### src/hdl/tcq_pkg.sv
// Shared constants, codes and controller/datapath types for the ticket queue.
package tcq_pkg;

    localparam int ID_WIDTH             = 31;
    localparam int ACTION_WIDTH         = 2;
    localparam int STATUS_WIDTH         = 3;
    localparam int QUEUE_DEPTH_DEFAULT  = 16;
    localparam int TICKET_WIDTH_DEFAULT = 16;

    // Request action codes
    localparam logic [ACTION_WIDTH-1:0] ACT_ADD_URGENT  = 2'd0;
    localparam logic [ACTION_WIDTH-1:0] ACT_ADD_REGULAR = 2'd1;
    localparam logic [ACTION_WIDTH-1:0] ACT_SERVE       = 2'd2;

    // Response status codes
    localparam logic [STATUS_WIDTH-1:0] ST_ADDED  = 3'd0;
    localparam logic [STATUS_WIDTH-1:0] ST_DUP    = 3'd1;
    localparam logic [STATUS_WIDTH-1:0] ST_FULL   = 3'd2;
    localparam logic [STATUS_WIDTH-1:0] ST_SERVED = 3'd3;
    localparam logic [STATUS_WIDTH-1:0] ST_EMPTY  = 3'd4;

    typedef enum logic [2:0] {
        S_IDLE,
        S_START,
        S_READ,
        S_CMP,
        S_POP
    } state_t;

    typedef struct packed {
        logic                    load_req;
        logic                    rd_scan;
        logic                    rd_head;
        logic                    idx_next;
        logic                    append;
        logic                    pop;
        logic                    load_result;
        logic [STATUS_WIDTH-1:0] result_code;
    } ctrl_cmd_t;

    typedef struct packed {
        logic is_add;
        logic is_serve;
        logic cls_empty;
        logic cls_full;
        logic last_idx;
        logic id_match;
        logic any_waiting;
        logic out_free;
    } dp_stat_t;

endpackage

### src/hdl/tcq_req_if.sv
// Request channel: action and client id words with valid/ready.
interface tcq_req_if;
    import tcq_pkg::*;

    logic                    valid;
    logic                    ready;
    logic [ACTION_WIDTH-1:0] action;
    logic [ID_WIDTH-1:0]     client_id;

    modport source (output valid, output action, output client_id, input ready);
    modport sink   (input valid, input action, input client_id, output ready);
endinterface

### src/hdl/tcq_rsp_if.sv
// Response channel: status, ticket and served client words with valid/ready.
interface tcq_rsp_if #(
    parameter int TICKET_WIDTH = tcq_pkg::TICKET_WIDTH_DEFAULT
);
    import tcq_pkg::*;

    logic                    valid;
    logic                    ready;
    logic [STATUS_WIDTH-1:0] status;
    logic [TICKET_WIDTH-1:0] ticket;
    logic [ID_WIDTH-1:0]     served_id;
    logic                    served_urgent;

    modport source (output valid, output status, output ticket, output served_id,
                    output served_urgent, input ready);
    modport sink   (input valid, input status, input ticket, input served_id,
                    input served_urgent, output ready);
endinterface

### src/hdl/tcq_ctrl.sv
// Request sequencer: accepts a word, scans for duplicates, appends or pops.
module tcq_ctrl (
    input  logic              clk,
    input  logic              rst_n,
    input  logic              in_valid,
    output logic              in_ready,
    input  tcq_pkg::dp_stat_t stat,
    output tcq_pkg::ctrl_cmd_t cmd
);
    import tcq_pkg::*;

    state_t state_reg;
    state_t state_next;

    always_ff @(posedge clk or negedge rst_n)
    begin
        if (!rst_n)
        begin
            state_reg <= S_IDLE;
        end
        else
        begin
            state_reg <= state_next;
        end
    end

    always_comb
    begin
        state_next = state_reg;
        cmd        = '0;
        in_ready   = 1'b0;
        unique case (state_reg)
            S_IDLE:
            begin
                in_ready = 1'b1;
                if (in_valid)
                begin
                    cmd.load_req = 1'b1;
                    state_next   = S_START;
                end
            end
            S_START:
            begin
                if (stat.is_add)
                begin
                    if (stat.cls_empty)
                    begin
                        if (stat.out_free)
                        begin
                            cmd.append      = 1'b1;
                            cmd.load_result = 1'b1;
                            cmd.result_code = ST_ADDED;
                            state_next      = S_IDLE;
                        end
                    end
                    else
                    begin
                        // first entry read issued here, compared next cycle
                        cmd.rd_scan = 1'b1;
                        state_next  = S_CMP;
                    end
                end
                else if (stat.is_serve)
                begin
                    if (stat.any_waiting)
                    begin
                        cmd.rd_head = 1'b1;
                        state_next  = S_POP;
                    end
                    else if (stat.out_free)
                    begin
                        cmd.load_result = 1'b1;
                        cmd.result_code = ST_EMPTY;
                        state_next      = S_IDLE;
                    end
                end
                else
                begin
                    // unused action code: dropped, no response word
                    state_next = S_IDLE;
                end
            end
            S_READ:
            begin
                cmd.rd_scan = 1'b1;
                state_next  = S_CMP;
            end
            S_CMP:
            begin
                if (stat.id_match)
                begin
                    if (stat.out_free)
                    begin
                        cmd.load_result = 1'b1;
                        cmd.result_code = ST_DUP;
                        state_next      = S_IDLE;
                    end
                end
                else if (stat.last_idx)
                begin
                    if (stat.out_free)
                    begin
                        cmd.load_result = 1'b1;
                        if (stat.cls_full)
                        begin
                            cmd.result_code = ST_FULL;
                        end
                        else
                        begin
                            cmd.append      = 1'b1;
                            cmd.result_code = ST_ADDED;
                        end
                        state_next = S_IDLE;
                    end
                end
                else
                begin
                    cmd.idx_next = 1'b1;
                    state_next   = S_READ;
                end
            end
            S_POP:
            begin
                if (stat.out_free)
                begin
                    cmd.pop         = 1'b1;
                    cmd.load_result = 1'b1;
                    cmd.result_code = ST_SERVED;
                    state_next      = S_IDLE;
                end
            end
            default:
            begin
                state_next = S_IDLE;
            end
        endcase
    end

endmodule

### src/hdl/tcq_dp.sv
// Queue storage, pointers, ticket counters and the response register.
module tcq_dp #(
    parameter int QUEUE_DEPTH  = tcq_pkg::QUEUE_DEPTH_DEFAULT,
    parameter int TICKET_WIDTH = tcq_pkg::TICKET_WIDTH_DEFAULT
) (
    input  logic                             clk,
    input  logic                             rst_n,
    input  logic [tcq_pkg::ACTION_WIDTH-1:0] req_action,
    input  logic [tcq_pkg::ID_WIDTH-1:0]     req_client_id,
    input  tcq_pkg::ctrl_cmd_t               cmd,
    output tcq_pkg::dp_stat_t                stat,
    input  logic                             out_ready,
    output logic                             out_valid,
    output logic [tcq_pkg::STATUS_WIDTH-1:0] out_status,
    output logic [TICKET_WIDTH-1:0]          out_ticket,
    output logic [tcq_pkg::ID_WIDTH-1:0]     out_served_id,
    output logic                             out_served_urgent
);
    import tcq_pkg::*;

    localparam int IDX_W   = (QUEUE_DEPTH > 1) ? $clog2(QUEUE_DEPTH) : 1;
    localparam int CNT_W   = $clog2(QUEUE_DEPTH + 1);
    localparam int SUM_W   = CNT_W + 1;
    localparam int ENTRY_W = ID_WIDTH + TICKET_WIDTH;

    // circular index add, sum stays below twice the depth
    function automatic logic [IDX_W-1:0] wrap_add(input logic [IDX_W-1:0] base,
                                                  input logic [CNT_W-1:0] off);
        logic [SUM_W-1:0] sum;
        sum = SUM_W'(base) + SUM_W'(off);
        if (sum >= SUM_W'(QUEUE_DEPTH))
        begin
            sum = sum - SUM_W'(QUEUE_DEPTH);
        end
        return sum[IDX_W-1:0];
    endfunction

    logic [ENTRY_W-1:0] urg_mem [QUEUE_DEPTH];
    logic [ENTRY_W-1:0] reg_mem [QUEUE_DEPTH];

    logic [ACTION_WIDTH-1:0] action_reg;
    logic [ID_WIDTH-1:0]     id_reg;
    logic                    cls_urg_reg;
    logic [CNT_W-1:0]        idx_reg;
    logic [ENTRY_W-1:0]      urg_rd_reg;
    logic [ENTRY_W-1:0]      reg_rd_reg;

    logic [IDX_W-1:0]        urg_head_reg;
    logic [IDX_W-1:0]        reg_head_reg;
    logic [CNT_W-1:0]        urg_cnt_reg;
    logic [CNT_W-1:0]        reg_cnt_reg;
    logic [TICKET_WIDTH-1:0] urg_tkt_reg;
    logic [TICKET_WIDTH-1:0] reg_tkt_reg;

    logic                    out_valid_reg;
    logic [STATUS_WIDTH-1:0] out_status_reg;
    logic [TICKET_WIDTH-1:0] out_ticket_reg;
    logic [ID_WIDTH-1:0]     out_id_reg;
    logic                    out_urgent_reg;

    logic                    urg_nonempty;
    logic                    reg_nonempty;
    logic                    rd_en;
    logic                    rd_cls_urg;
    logic [IDX_W-1:0]        rd_base;
    logic [CNT_W-1:0]        rd_off;
    logic [IDX_W-1:0]        rd_addr;
    logic [IDX_W-1:0]        sel_head;
    logic [CNT_W-1:0]        sel_cnt;
    logic [IDX_W-1:0]        wr_addr;
    logic [TICKET_WIDTH-1:0] tkt_new;
    logic [ENTRY_W-1:0]      rd_entry;
    logic [ID_WIDTH-1:0]     rd_id;
    logic [TICKET_WIDTH-1:0] rd_tkt;

    assign urg_nonempty = (urg_cnt_reg != '0);
    assign reg_nonempty = (reg_cnt_reg != '0);

    // a serve picks its class in the same cycle as the head read
    assign rd_en      = cmd.rd_scan | cmd.rd_head;
    assign rd_cls_urg = cmd.rd_head ? urg_nonempty : cls_urg_reg;
    assign rd_base    = rd_cls_urg ? urg_head_reg : reg_head_reg;
    assign rd_off     = cmd.rd_head ? '0 : idx_reg;
    assign rd_addr    = wrap_add(rd_base, rd_off);

    assign sel_head = cls_urg_reg ? urg_head_reg : reg_head_reg;
    assign sel_cnt  = cls_urg_reg ? urg_cnt_reg : reg_cnt_reg;
    assign wr_addr  = wrap_add(sel_head, sel_cnt);
    assign tkt_new  = (cls_urg_reg ? urg_tkt_reg : reg_tkt_reg) + TICKET_WIDTH'(1);

    assign rd_entry = cls_urg_reg ? urg_rd_reg : reg_rd_reg;
    assign rd_id    = rd_entry[ENTRY_W-1:TICKET_WIDTH];
    assign rd_tkt   = rd_entry[TICKET_WIDTH-1:0];

    always_ff @(posedge clk)
    begin
        if (cmd.append && cls_urg_reg)
        begin
            urg_mem[wr_addr] <= {id_reg, tkt_new};
        end
        if (rd_en && rd_cls_urg)
        begin
            urg_rd_reg <= urg_mem[rd_addr];
        end
    end

    always_ff @(posedge clk)
    begin
        if (cmd.append && !cls_urg_reg)
        begin
            reg_mem[wr_addr] <= {id_reg, tkt_new};
        end
        if (rd_en && !rd_cls_urg)
        begin
            reg_rd_reg <= reg_mem[rd_addr];
        end
    end

    // request word, class and scan index
    always_ff @(posedge clk)
    begin
        if (cmd.load_req)
        begin
            action_reg  <= req_action;
            id_reg      <= req_client_id;
            cls_urg_reg <= (req_action == ACT_ADD_URGENT);
            idx_reg     <= '0;
        end
        else
        begin
            if (cmd.rd_head)
            begin
                cls_urg_reg <= urg_nonempty;
            end
            if (cmd.idx_next)
            begin
                idx_reg <= idx_reg + CNT_W'(1);
            end
        end
    end

    always_ff @(posedge clk or negedge rst_n)
    begin
        if (!rst_n)
        begin
            urg_head_reg <= '0;
            reg_head_reg <= '0;
            urg_cnt_reg  <= '0;
            reg_cnt_reg  <= '0;
            urg_tkt_reg  <= '0;
            reg_tkt_reg  <= '0;
        end
        else
        begin
            if (cmd.append)
            begin
                if (cls_urg_reg)
                begin
                    urg_cnt_reg <= urg_cnt_reg + CNT_W'(1);
                    urg_tkt_reg <= tkt_new;
                end
                else
                begin
                    reg_cnt_reg <= reg_cnt_reg + CNT_W'(1);
                    reg_tkt_reg <= tkt_new;
                end
            end
            if (cmd.pop)
            begin
                if (cls_urg_reg)
                begin
                    urg_head_reg <= wrap_add(urg_head_reg, CNT_W'(1));
                    urg_cnt_reg  <= urg_cnt_reg - CNT_W'(1);
                end
                else
                begin
                    reg_head_reg <= wrap_add(reg_head_reg, CNT_W'(1));
                    reg_cnt_reg  <= reg_cnt_reg - CNT_W'(1);
                end
            end
        end
    end

    // response register holds a finished word until taken
    always_ff @(posedge clk or negedge rst_n)
    begin
        if (!rst_n)
        begin
            out_valid_reg <= 1'b0;
        end
        else if (cmd.load_result)
        begin
            out_valid_reg <= 1'b1;
        end
        else if (out_ready)
        begin
            out_valid_reg <= 1'b0;
        end
    end

    always_ff @(posedge clk)
    begin
        if (cmd.load_result)
        begin
            out_status_reg <= cmd.result_code;
            case (cmd.result_code)
                ST_ADDED:
                begin
                    out_ticket_reg <= tkt_new;
                    out_id_reg     <= '0;
                    out_urgent_reg <= 1'b0;
                end
                ST_SERVED:
                begin
                    out_ticket_reg <= rd_tkt;
                    out_id_reg     <= rd_id;
                    out_urgent_reg <= cls_urg_reg;
                end
                default:
                begin
                    out_ticket_reg <= '0;
                    out_id_reg     <= '0;
                    out_urgent_reg <= 1'b0;
                end
            endcase
        end
    end

    always_comb
    begin
        stat             = '0;
        stat.is_add      = (action_reg == ACT_ADD_URGENT) || (action_reg == ACT_ADD_REGULAR);
        stat.is_serve    = (action_reg == ACT_SERVE);
        stat.cls_empty   = (sel_cnt == '0);
        stat.cls_full    = (sel_cnt == CNT_W'(QUEUE_DEPTH));
        stat.last_idx    = ((idx_reg + CNT_W'(1)) == sel_cnt);
        stat.id_match    = (rd_id == id_reg);
        stat.any_waiting = urg_nonempty | reg_nonempty;
        stat.out_free    = !out_valid_reg || out_ready;
    end

    assign out_valid         = out_valid_reg;
    assign out_status        = out_status_reg;
    assign out_ticket        = out_ticket_reg;
    assign out_served_id     = out_id_reg;
    assign out_served_urgent = out_urgent_reg;

endmodule

### src/hdl/two_class_priority_ticket_queue_core.sv
// Top level of the two-class strict-priority ticket queue.
// Handles one request word at a time. An add to a class holding waiting
// clients first runs a duplicate check (none when the class is empty): it
// walks that class's queue memory through its single read port, reading
// then comparing one entry at a time. A serve with both queues empty
// answers without a read. The next request is taken as soon as the previous
// one has produced its response word into the output register; a held
// response only stalls once a new response is ready to load.
// No clearing pass after reset: queue memories are only read where occupied.
module two_class_priority_ticket_queue_core #(
    parameter int QUEUE_DEPTH  = tcq_pkg::QUEUE_DEPTH_DEFAULT,
    parameter int TICKET_WIDTH = tcq_pkg::TICKET_WIDTH_DEFAULT
) (
    input  logic      clk,
    input  logic      rst_n,
    tcq_req_if.sink   req,
    tcq_rsp_if.source rsp
);
    import tcq_pkg::*;

    ctrl_cmd_t cmd;
    dp_stat_t  stat;

    tcq_ctrl u_ctrl (
        .clk      (clk),
        .rst_n    (rst_n),
        .in_valid (req.valid),
        .in_ready (req.ready),
        .stat     (stat),
        .cmd      (cmd)
    );

    tcq_dp #(
        .QUEUE_DEPTH  (QUEUE_DEPTH),
        .TICKET_WIDTH (TICKET_WIDTH)
    ) u_dp (
        .clk               (clk),
        .rst_n             (rst_n),
        .req_action        (req.action),
        .req_client_id     (req.client_id),
        .cmd               (cmd),
        .stat              (stat),
        .out_ready         (rsp.ready),
        .out_valid         (rsp.valid),
        .out_status        (rsp.status),
        .out_ticket        (rsp.ticket),
        .out_served_id     (rsp.served_id),
        .out_served_urgent (rsp.served_urgent)
    );

endmodule
### src/flat_wrapper.sv
// flat-port wrapper written by rule: the top's interface ports become plain ports
module two_class_priority_ticket_queue_core_flat import tcq_pkg::*;
#(
    parameter int QUEUE_DEPTH  = tcq_pkg::QUEUE_DEPTH_DEFAULT,
    parameter int TICKET_WIDTH = tcq_pkg::TICKET_WIDTH_DEFAULT
)
  (clk, rst_n, req_valid, req_action, req_client_id, req_ready, rsp_valid, rsp_status, rsp_ticket, rsp_served_id, rsp_served_urgent, rsp_ready);
  tcq_req_if req_i ();
  tcq_rsp_if #(.TICKET_WIDTH(TICKET_WIDTH)) rsp_i ();
  input  logic clk;
  input  logic rst_n;
  input wire logic [$bits(req_i.valid)-1:0] req_valid;
  input wire logic [$bits(req_i.action)-1:0] req_action;
  input wire logic [$bits(req_i.client_id)-1:0] req_client_id;
  output wire logic [$bits(req_i.ready)-1:0] req_ready;
  output wire logic [$bits(rsp_i.valid)-1:0] rsp_valid;
  output wire logic [$bits(rsp_i.status)-1:0] rsp_status;
  output wire logic [$bits(rsp_i.ticket)-1:0] rsp_ticket;
  output wire logic [$bits(rsp_i.served_id)-1:0] rsp_served_id;
  output wire logic [$bits(rsp_i.served_urgent)-1:0] rsp_served_urgent;
  input wire logic [$bits(rsp_i.ready)-1:0] rsp_ready;
  assign req_i.valid = req_valid;
  assign req_i.action = req_action;
  assign req_i.client_id = req_client_id;
  assign req_ready = req_i.ready;
  assign rsp_valid = rsp_i.valid;
  assign rsp_status = rsp_i.status;
  assign rsp_ticket = rsp_i.ticket;
  assign rsp_served_id = rsp_i.served_id;
  assign rsp_served_urgent = rsp_i.served_urgent;
  assign rsp_i.ready = rsp_ready;
  two_class_priority_ticket_queue_core #(.QUEUE_DEPTH(QUEUE_DEPTH), .TICKET_WIDTH(TICKET_WIDTH)) u_core (.clk(clk), .rst_n(rst_n), .req(req_i), .rsp(rsp_i));
endmodule
### config.mk
export PLATFORM = sky130hd
export DESIGN_NAME = two_class_priority_ticket_queue_core_flat
export DESIGN_NICKNAME = d
export VERILOG_FILES = /design/src/hdl/tcq_pkg.sv /design/src/hdl/tcq_req_if.sv /design/src/hdl/tcq_rsp_if.sv /design/src/hdl/tcq_ctrl.sv /design/src/hdl/tcq_dp.sv /design/src/hdl/two_class_priority_ticket_queue_core.sv /design/src/flat_wrapper.sv
export SDC_FILE = /design/constraint.sdc
export NUM_CORES = 1
export LEC_CHECK = 0
export BUFFER_PORTS_ARGS = -buffer_cell sky130_fd_sc_hd__buf_4
export CAP_MARGIN = 40
export CORE_MARGIN = 2
export CORE_UTILIZATION = 56
export DETAILED_ROUTE_END_ITERATION = 12
export PLACE_DENSITY = 0.75
export SETUP_SLACK_MARGIN = 0.05
export SKIP_CTS_REPAIR_TIMING = 1
export SLEW_MARGIN = 40
export SYNTH_ARGS = -nofsm -noshare
export SYNTH_HDL_FRONTEND = slang
export SYNTH_HIERARCHICAL = 1
export SYNTH_SLANG_ARGS = --single-unit
### constraint.sdc
create_clock -name clk -period 5.6 [get_ports clk]
set_clock_uncertainty 0.2 [all_clocks]
set_input_delay 1.12 -clock clk [delete_from_list [all_inputs] [get_ports clk]]
set_output_delay 1.12 -clock clk [all_outputs]
set_load 0.005 [all_outputs]
==> results.yml, run 1 <==
floorplanning:
  io_pins: 90
  start_util_pct: 56.4
  rows: 127
  design.core.area_mm2: 0.120
  dieArea_mm2: 0.123
  die_w_um: 351
  die_h_um: 351
setup_path:
  max_stage_delay_ns: 0.89
  critPathTopFamily: "multiplexers"
  worstSetupPathType: "reg2reg"
  cp.arrival_ns: 5.54
  critPathBufInv: 3
  required_ns: 5.91
  cp_slowest_cell: "fa_4"
  cp-start-kind: "flip-flop"
  worstPathCellList: "inv_1, ha_1, nor4b_2, nand4b_1, and2_1, mux2_4, mux2_2, ha_4, fa_4, buf_12, buf_12, mux4_2, mux2i_1, mux2i_1"
  path_max_fanout: 46
  worstSetupEndpointType: "flip-flop"
drt:
  drc: 0
  postRouteAntennaNets: 0
  wirelength_mm: 164
  dr.pass1.iters: 5
  vias_per_cell: 6.42
  drtIter0Drc: 4775
  wl_per_cell_um: 31.7
  dr_total_vias: 33300
synth:
  syn_nets: 3120
  ys_types: 61
  syn_avg_cell_area_um2: 22.0
  ys_async_sr_fraction_pct: 3.10
  synth.cell_area_mm2: 0.0676
  synth_edf_count: 1682
  ys_seq_area_share_pct: 76.9
  ys_warn_count: 6
  syn-instance-count: 3065
  synth_seq_cells: 1742
  synth_top_flop_cell: "edfxtp_1"
placement:
  dpl.hpwl_mm: 96.8
  port_buffers: 89
  dpl_cell_area_mm2: 0.0735
  gp_congestion: 0.848
  dp_worst_setup_slack_ns: 0.487
final_layout:
  final_cell_mix: "edfxtp_1, mux4_2, mux2i_1"
  seqCellArea_mm2: 0.0520
  antenna_cells: 0
  num-fill-cells: 7393
  largest_registers: "u_core/u_dp/reg_mem (752), u_core/u_dp/urg_mem (752)"
  drive_above_1_share_pct: 29.2
  final_common_cell: "edfxtp_1"
  fin_nets: 3499
  fin_util_pct: 66.0
  area_growth_syn_to_layout_pct: 17.1
  final_area_mm2: 0.0791
  multiInputGateArea_mm2: 0.0152
cts:
  numCtsBuffers: 171
  cts_buffer_depth: 3
  root_buffer: "clkbuf_16"
  htreeDepth: 4
  clock-sinks: 1742
  clk_pin_slew_worst_paths_ns: 0.07
  cts_tree: "built"
  clk_latency_ns: 0.81
timing:
  slew_violations: 0
  final-hold-violation-count: 0
  finalCriticalPeriod_ns: 5.23
  rsz0062_at_grt: "no"
  setup_ws_ns: 0.371
  tightest_slew_ns: 0.845
  max-slew-margin-rel_pct: 43.1
  fmax_mhz: 191
  setup_viol: 0
  min_period_over_period_pct: 93.4
grt:
  grt_pass1_wl_mm: 238
  grt_pass1_vias: 34000
  grt-ovfl-total: 0
  grt_max_degree: 59
  gr-usage-all-layers_pct: 27.2
  antenna_found_initial: 3
run_status:
  status: "finished, final reports clean"
power:
  pwr_density_cell_mw_per_mm2: 515
  leakagePower_nw: 25.8
  peakVddDrop_uv: 386
job:
  drv_cap: 0
worst_hold_path:
  hold_class: "in2async"
## synthesized netlist by cell type, types with 2 or more instances
cell	number	area [um^2]
nand3_1	18	90.1
nor4_1	8	50.1
o2bb2ai_1	5	43.8
nor2_1	98	368
and3_1	4	25.0
nor3_1	5	25.0
buf_1	3	11.3
buf_8	5	75.1
mux2i_1	350	3500
o21ai_0	23	115
nand2_1	49	184
mux2_2	11	124
xor2_1	45	394
or3_1	4	25.0
a21oi_1	10	50.1
mux4_2	376	8470
a22o_1	3	26.3
buf_2	48	240
nor2b_1	13	81.3
and2_1	2	12.5
nand4b_1	6	52.6
o22ai_1	10	62.6
nand3b_1	8	60.1
xnor2_1	46	403
inv_1	21	78.8
clkbuf_1	76	285
ha_1	16	200
a21o_1	3	22.5
dfxtp_1	6	120
edfxtp_1	1682	50500
fa_1	2	40.0
nand2b_1	4	25.0
dfrtp_1	54	1350
buf_4	6	45.0
nand4_1	14	87.6
buf_6	3	33.8
nor3_2	2	20.0
a31oi_1	3	18.8
## through the flow
stage / total power [mW] / hold WS (ns) / instances / setup TNS, ns
4_1_cts: 41.0 / 0.132 / 5190 / 0
5_1_grt: 42.2 / 0.192 / 5192 / 0
3_3_place_gp: 29.1 / 0.256 / 4873 / 0
3_5_place_dp: 29.5 / 0.265 / 4881 / 0
6_report: 40.8 / 0.156 / 5192 / 0
2_1_floorplan: 25.4 / 0.241 / 3065 / -9.45
## routing by layer
metal  share of wire [%]  wire [um]  track usage, %
met5                   0          0               0
met4                 2.7       4440            7.61
met3                  10      16500            6.11
met2                  48      79500            42.7
met1                  39      63900            39.1
## final cells by class
class                      count  area share (%)
clock buffer                 213            5.69
clock inverter                96            1.33
inverter                      22           0.104
multi-input combinational   1160            19.2
sequential                  1742            65.7
tap                         1612            2.55
timing repair buffer         347            5.45
## path summary, 6_finish.rpt
kind                                             start                     endpoint  slack (ns)  depth (start not counted)
min reg2reg                u_core/u_dp/reg_tkt_reg[13]  u_core/u_dp/reg_tkt_reg[13]        0.28                          1
max reg2reg                 u_core/u_dp/urg_cnt_reg[0]   u_core/u_dp/reg_rd_reg[39]        0.37                         14
min in group clk           u_core/u_dp/reg_tkt_reg[13]  u_core/u_dp/reg_tkt_reg[13]        0.28                          1
max                         u_core/u_dp/urg_cnt_reg[0]   u_core/u_dp/reg_rd_reg[39]        0.37                         14
max in group asynchronous                        rst_n  u_core/u_dp/urg_head_reg[0]        4.54                          1
min                                              rst_n   u_core/u_dp/reg_tkt_reg[3]        0.16                          1
## worst reg2reg max path: stages (launching register included)
cell and delay [ns]:
dfrtp_1 0.46, inv_1 0.12, ha_1 0.14, nor4b_2 0.27
nand4b_1 0.19, and2_1 0.27, mux2_4 0.39, mux2_2 0.31
ha_4 0.17, fa_4 0.89, buf_12 0.30, buf_12 0.38
mux4_2 0.41, mux2i_1 0.29, mux2i_1 0.14
## kinds of logic after synthesis
family | share of synthesized area, %
buffers and inverters | 1.14
muxes | 17.9
DFF | 76.9
AOI/OAI and AO/OA | 0.652
xor gates and xnor gates | 1.23
and+or+nand+nor | 1.72
adders and majority gates | 0.356
## where the power goes
group,switching [mW],internal (mW),total (mW),leakage (nW)
combinational,7.08,6.00,13.1,6.81
clock,4.88,6.52,11.4,2.68
sequential,0.467,15.8,16.3,16.3
No activity file was read; power rests on OpenSTA's default activity.
==> run 2, diff against run 1 <==
--- a/config.mk
+++ b/config.mk
@@ -9,7 +9,9 @@
 export CAP_MARGIN = 40
 export CORE_MARGIN = 2
 export CORE_UTILIZATION = 56
+export CTS_CLUSTER_DIAMETER = 40
 export DETAILED_ROUTE_END_ITERATION = 12
+export GPL_TIMING_DRIVEN = 0
 export PLACE_DENSITY = 0.75
 export SETUP_SLACK_MARGIN = 0.05
 export SKIP_CTS_REPAIR_TIMING = 1
==> run 2 against run 1 <==
Against the previous run:
- via count up 2.9%
- clock power increased by 8%
- utilization up 1.1 points
- largest cell class unchanged
- highest routed layer is now met5
- die area is the same
- first-iteration DRC count increased by 1.3%
- sequential share of layout area shrank 1.0 points
- register-to-register slack got worse by 0.36 ns
- flip-flop and latch count unchanged
==> results.yml, run 2 (synthesis results as in run 1) <==
power:
  intPower_mw: 28.8
  p_comb_share_pct: 32.6
  peakVddDrop_uv: 397
  p_clk_share_pct: 29.1
  power_frac_seq_pct: 38.4
  p_sw_share_pct: 32.1
  power.switching_mw: 13.6
  power_mw: 42.5
  pwr_density_cell_mw_per_mm2: 528
  leakagePower_nw: 26.7
grt:
  grt-ovfl-total: 0
  gr-usage-all-layers_pct: 27.3
  grt_pass1_vias: 34800
  grt_pass1_wl_mm: 240
  grt_max_degree: 55
  antenna_found_initial: 8
setup_path:
  endpoint: "u_core/u_dp/reg_mem[3][45]"
  worstSetupEndpointType: "flip-flop"
  startpoint: "u_core/u_dp/cls_urg_reg"
  cp-start-kind: "flip-flop"
  required_ns: 5.86
  cp.arrival_ns: 5.86
  regToRegEndpoint: "u_core/u_dp/reg_mem[3][45]"
  r2r-start: "u_core/u_dp/cls_urg_reg"
  r2r_cells: 18
  r2r_slack_ns: 0.007
  worstSetupPathType: "reg2reg"
  path_max_fanout: 15
timing:
  setup_viol: 0
  min_period_over_period_pct: 99.9
  max-slew-margin-rel_pct: 41.4
  setup_ws_ns: 0.00678
  fmax_mhz: 179
  slew_violations: 0
  finalCriticalPeriod_ns: 5.59
  tightest_slew_ns: 0.880
  finalSetupTns_ns: 0
  final-hold-violation-count: 0
cts:
  clk_pin_slew_worst_paths_ns: 0.06
  cts_buffer_depth: 3
  numCtsBuffers: 185
  htreeDepth: 4
  cts_tree: "built"
  clk_latency_ns: 0.80
  root_buffer: "clkbuf_16"
  clock-sinks: 1742
drt:
  dr.pass1.iters: 5
  drtIter0Drc: 4839
  wl_per_cell_um: 31.9
  postRouteAntennaNets: 0
  wirelength_mm: 170
  vias_per_cell: 6.42
  drc: 0
  dr_total_vias: 34300
placement:
  dp_worst_setup_slack_ns: -0.674
  placed_cells: 4901
  dpl.hpwl_mm: 107
  gp_congestion: 0.825
  port_buffers: 89
floorplanning:
  start_util_pct: 56.4
  design.core.area_mm2: 0.120
  rows: 127
  die_h_um: 351
  io_pins: 90
  die_w_um: 351
  dieArea_mm2: 0.123
final_layout:
  largest_registers: "u_core/u_dp/reg_mem (752), u_core/u_dp/urg_mem (752)"
  fin_cells: 5337
  fin_nets: 3623
  area_growth_syn_to_layout_pct: 19.0
  final_cell_mix: "edfxtp_1, mux4_2, mux2i_1"
  final_common_cell: "edfxtp_1"
  drive_above_1_share_pct: 32.4
run_status:
  status: "finished, final reports clean"
job:
  drv_cap: 0
worst_hold_path:
  hold_class: "in2async"
==> run 2: cell types whose count changed in the layout (fill, tap and decap cells not counted), sizes merged, moves of 6 or more <==
cell | before | now
buf | 347 | 383
clkbuf | 213 | 284
clkinv | 62 | 69
clkinvlp | 11 | 17
inv | 28 | 51
==> run 2: metrics by stage <==
| stage | cell area [um^2] | util [%] | hold WS (ns) |
|---|---|---|---|
| global route | 80400 | 67.1 | 0.236 |
| detailed placement | 73200 | 61.1 | 0.260 |
| finish | 80400 | 67.1 | 0.200 |
| floorplan | 67600 | - | 0.241 |
| CTS | 79400 | 66.2 | 0.184 |
| global placement | 70200 | 58.6 | 0.256 |
==> run 2: worst min-delay path by stage <==
| stage | start | cells past startpoint | end | slack (ns) |
|---|---|---|---|---|
| detailed placement | u_core/u_dp/urg_tkt_reg[14] | 1 | u_core/u_dp/urg_tkt_reg[14] | 0.26 |
| global placement | u_core/u_dp/urg_tkt_reg[13] | 1 | u_core/u_dp/urg_tkt_reg[13] | 0.26 |
| floorplan | u_core/u_dp/reg_tkt_reg[13] | 1 | u_core/u_dp/reg_tkt_reg[13] | 0.24 |
| CTS | rst_n | 1 | u_core/u_dp/reg_tkt_reg[0] | 0.18 |
| finish | rst_n | 1 | u_core/u_dp/urg_tkt_reg[8] | 0.20 |
| global route | rst_n | 1 | u_core/u_dp/reg_tkt_reg[8] | 0.24 |
==> run 2: per-layer routing <==
layer	GRT usage [%]	share of wire (%)
met5	0	0.015
met4	9.63	3.6
met3	5.89	11
met2	44.1	50
met1	37.4	36
==> run 2: area by class of cell <==
| type | count | area, um^2 |
|---|---|---|
| clock inverter | 133 | 1440 |
| inverter | 22 | 82.6 |
| timing repair buffer | 318 | 4070 |
| sequential | 1742 | 52000 |
| multi-input combinational | 1160 | 15200 |
| tap | 1612 | 2020 |
| antenna | 1 | 2.50 |
| fill | 7200 | 39400 |
| clock buffer | 210 | 4770 |
| buffer | 139 | 797 |
==> run 2: power groups by stage <==
stage | Combinational, mW | Sequential [mW] | Clock, mW
global placement | 12.5 | 16.7 | 0
CTS | 13.6 | 16.4 | 12.4
finish | 13.8 | 16.3 | 12.3
global route | 14.6 | 16.3 | 13.0
floorplan | 8.97 | 16.4 | 0
detailed placement | 13.3 | 16.6 | 0
==> run 2: worst max-delay path, stage by stage (launching register included) <==
cell,delay [ns]
dfxtp_1,0.30
buf_2,0.23
buf_2,0.30
clkbuf_4,0.41
mux2i_2,0.44
xnor2_1,0.28
nor4_1,0.10
nand4_1,0.14
nor4_2,0.08
buf_4,0.18
nor3b_1,0.21
a21oi_1,0.11
nor3_1,0.20
clkbuf_2,0.29
nor2b_2,0.45
nand3_1,0.48
nor2_4,0.35
buf_8,0.26
buf_16,0.19
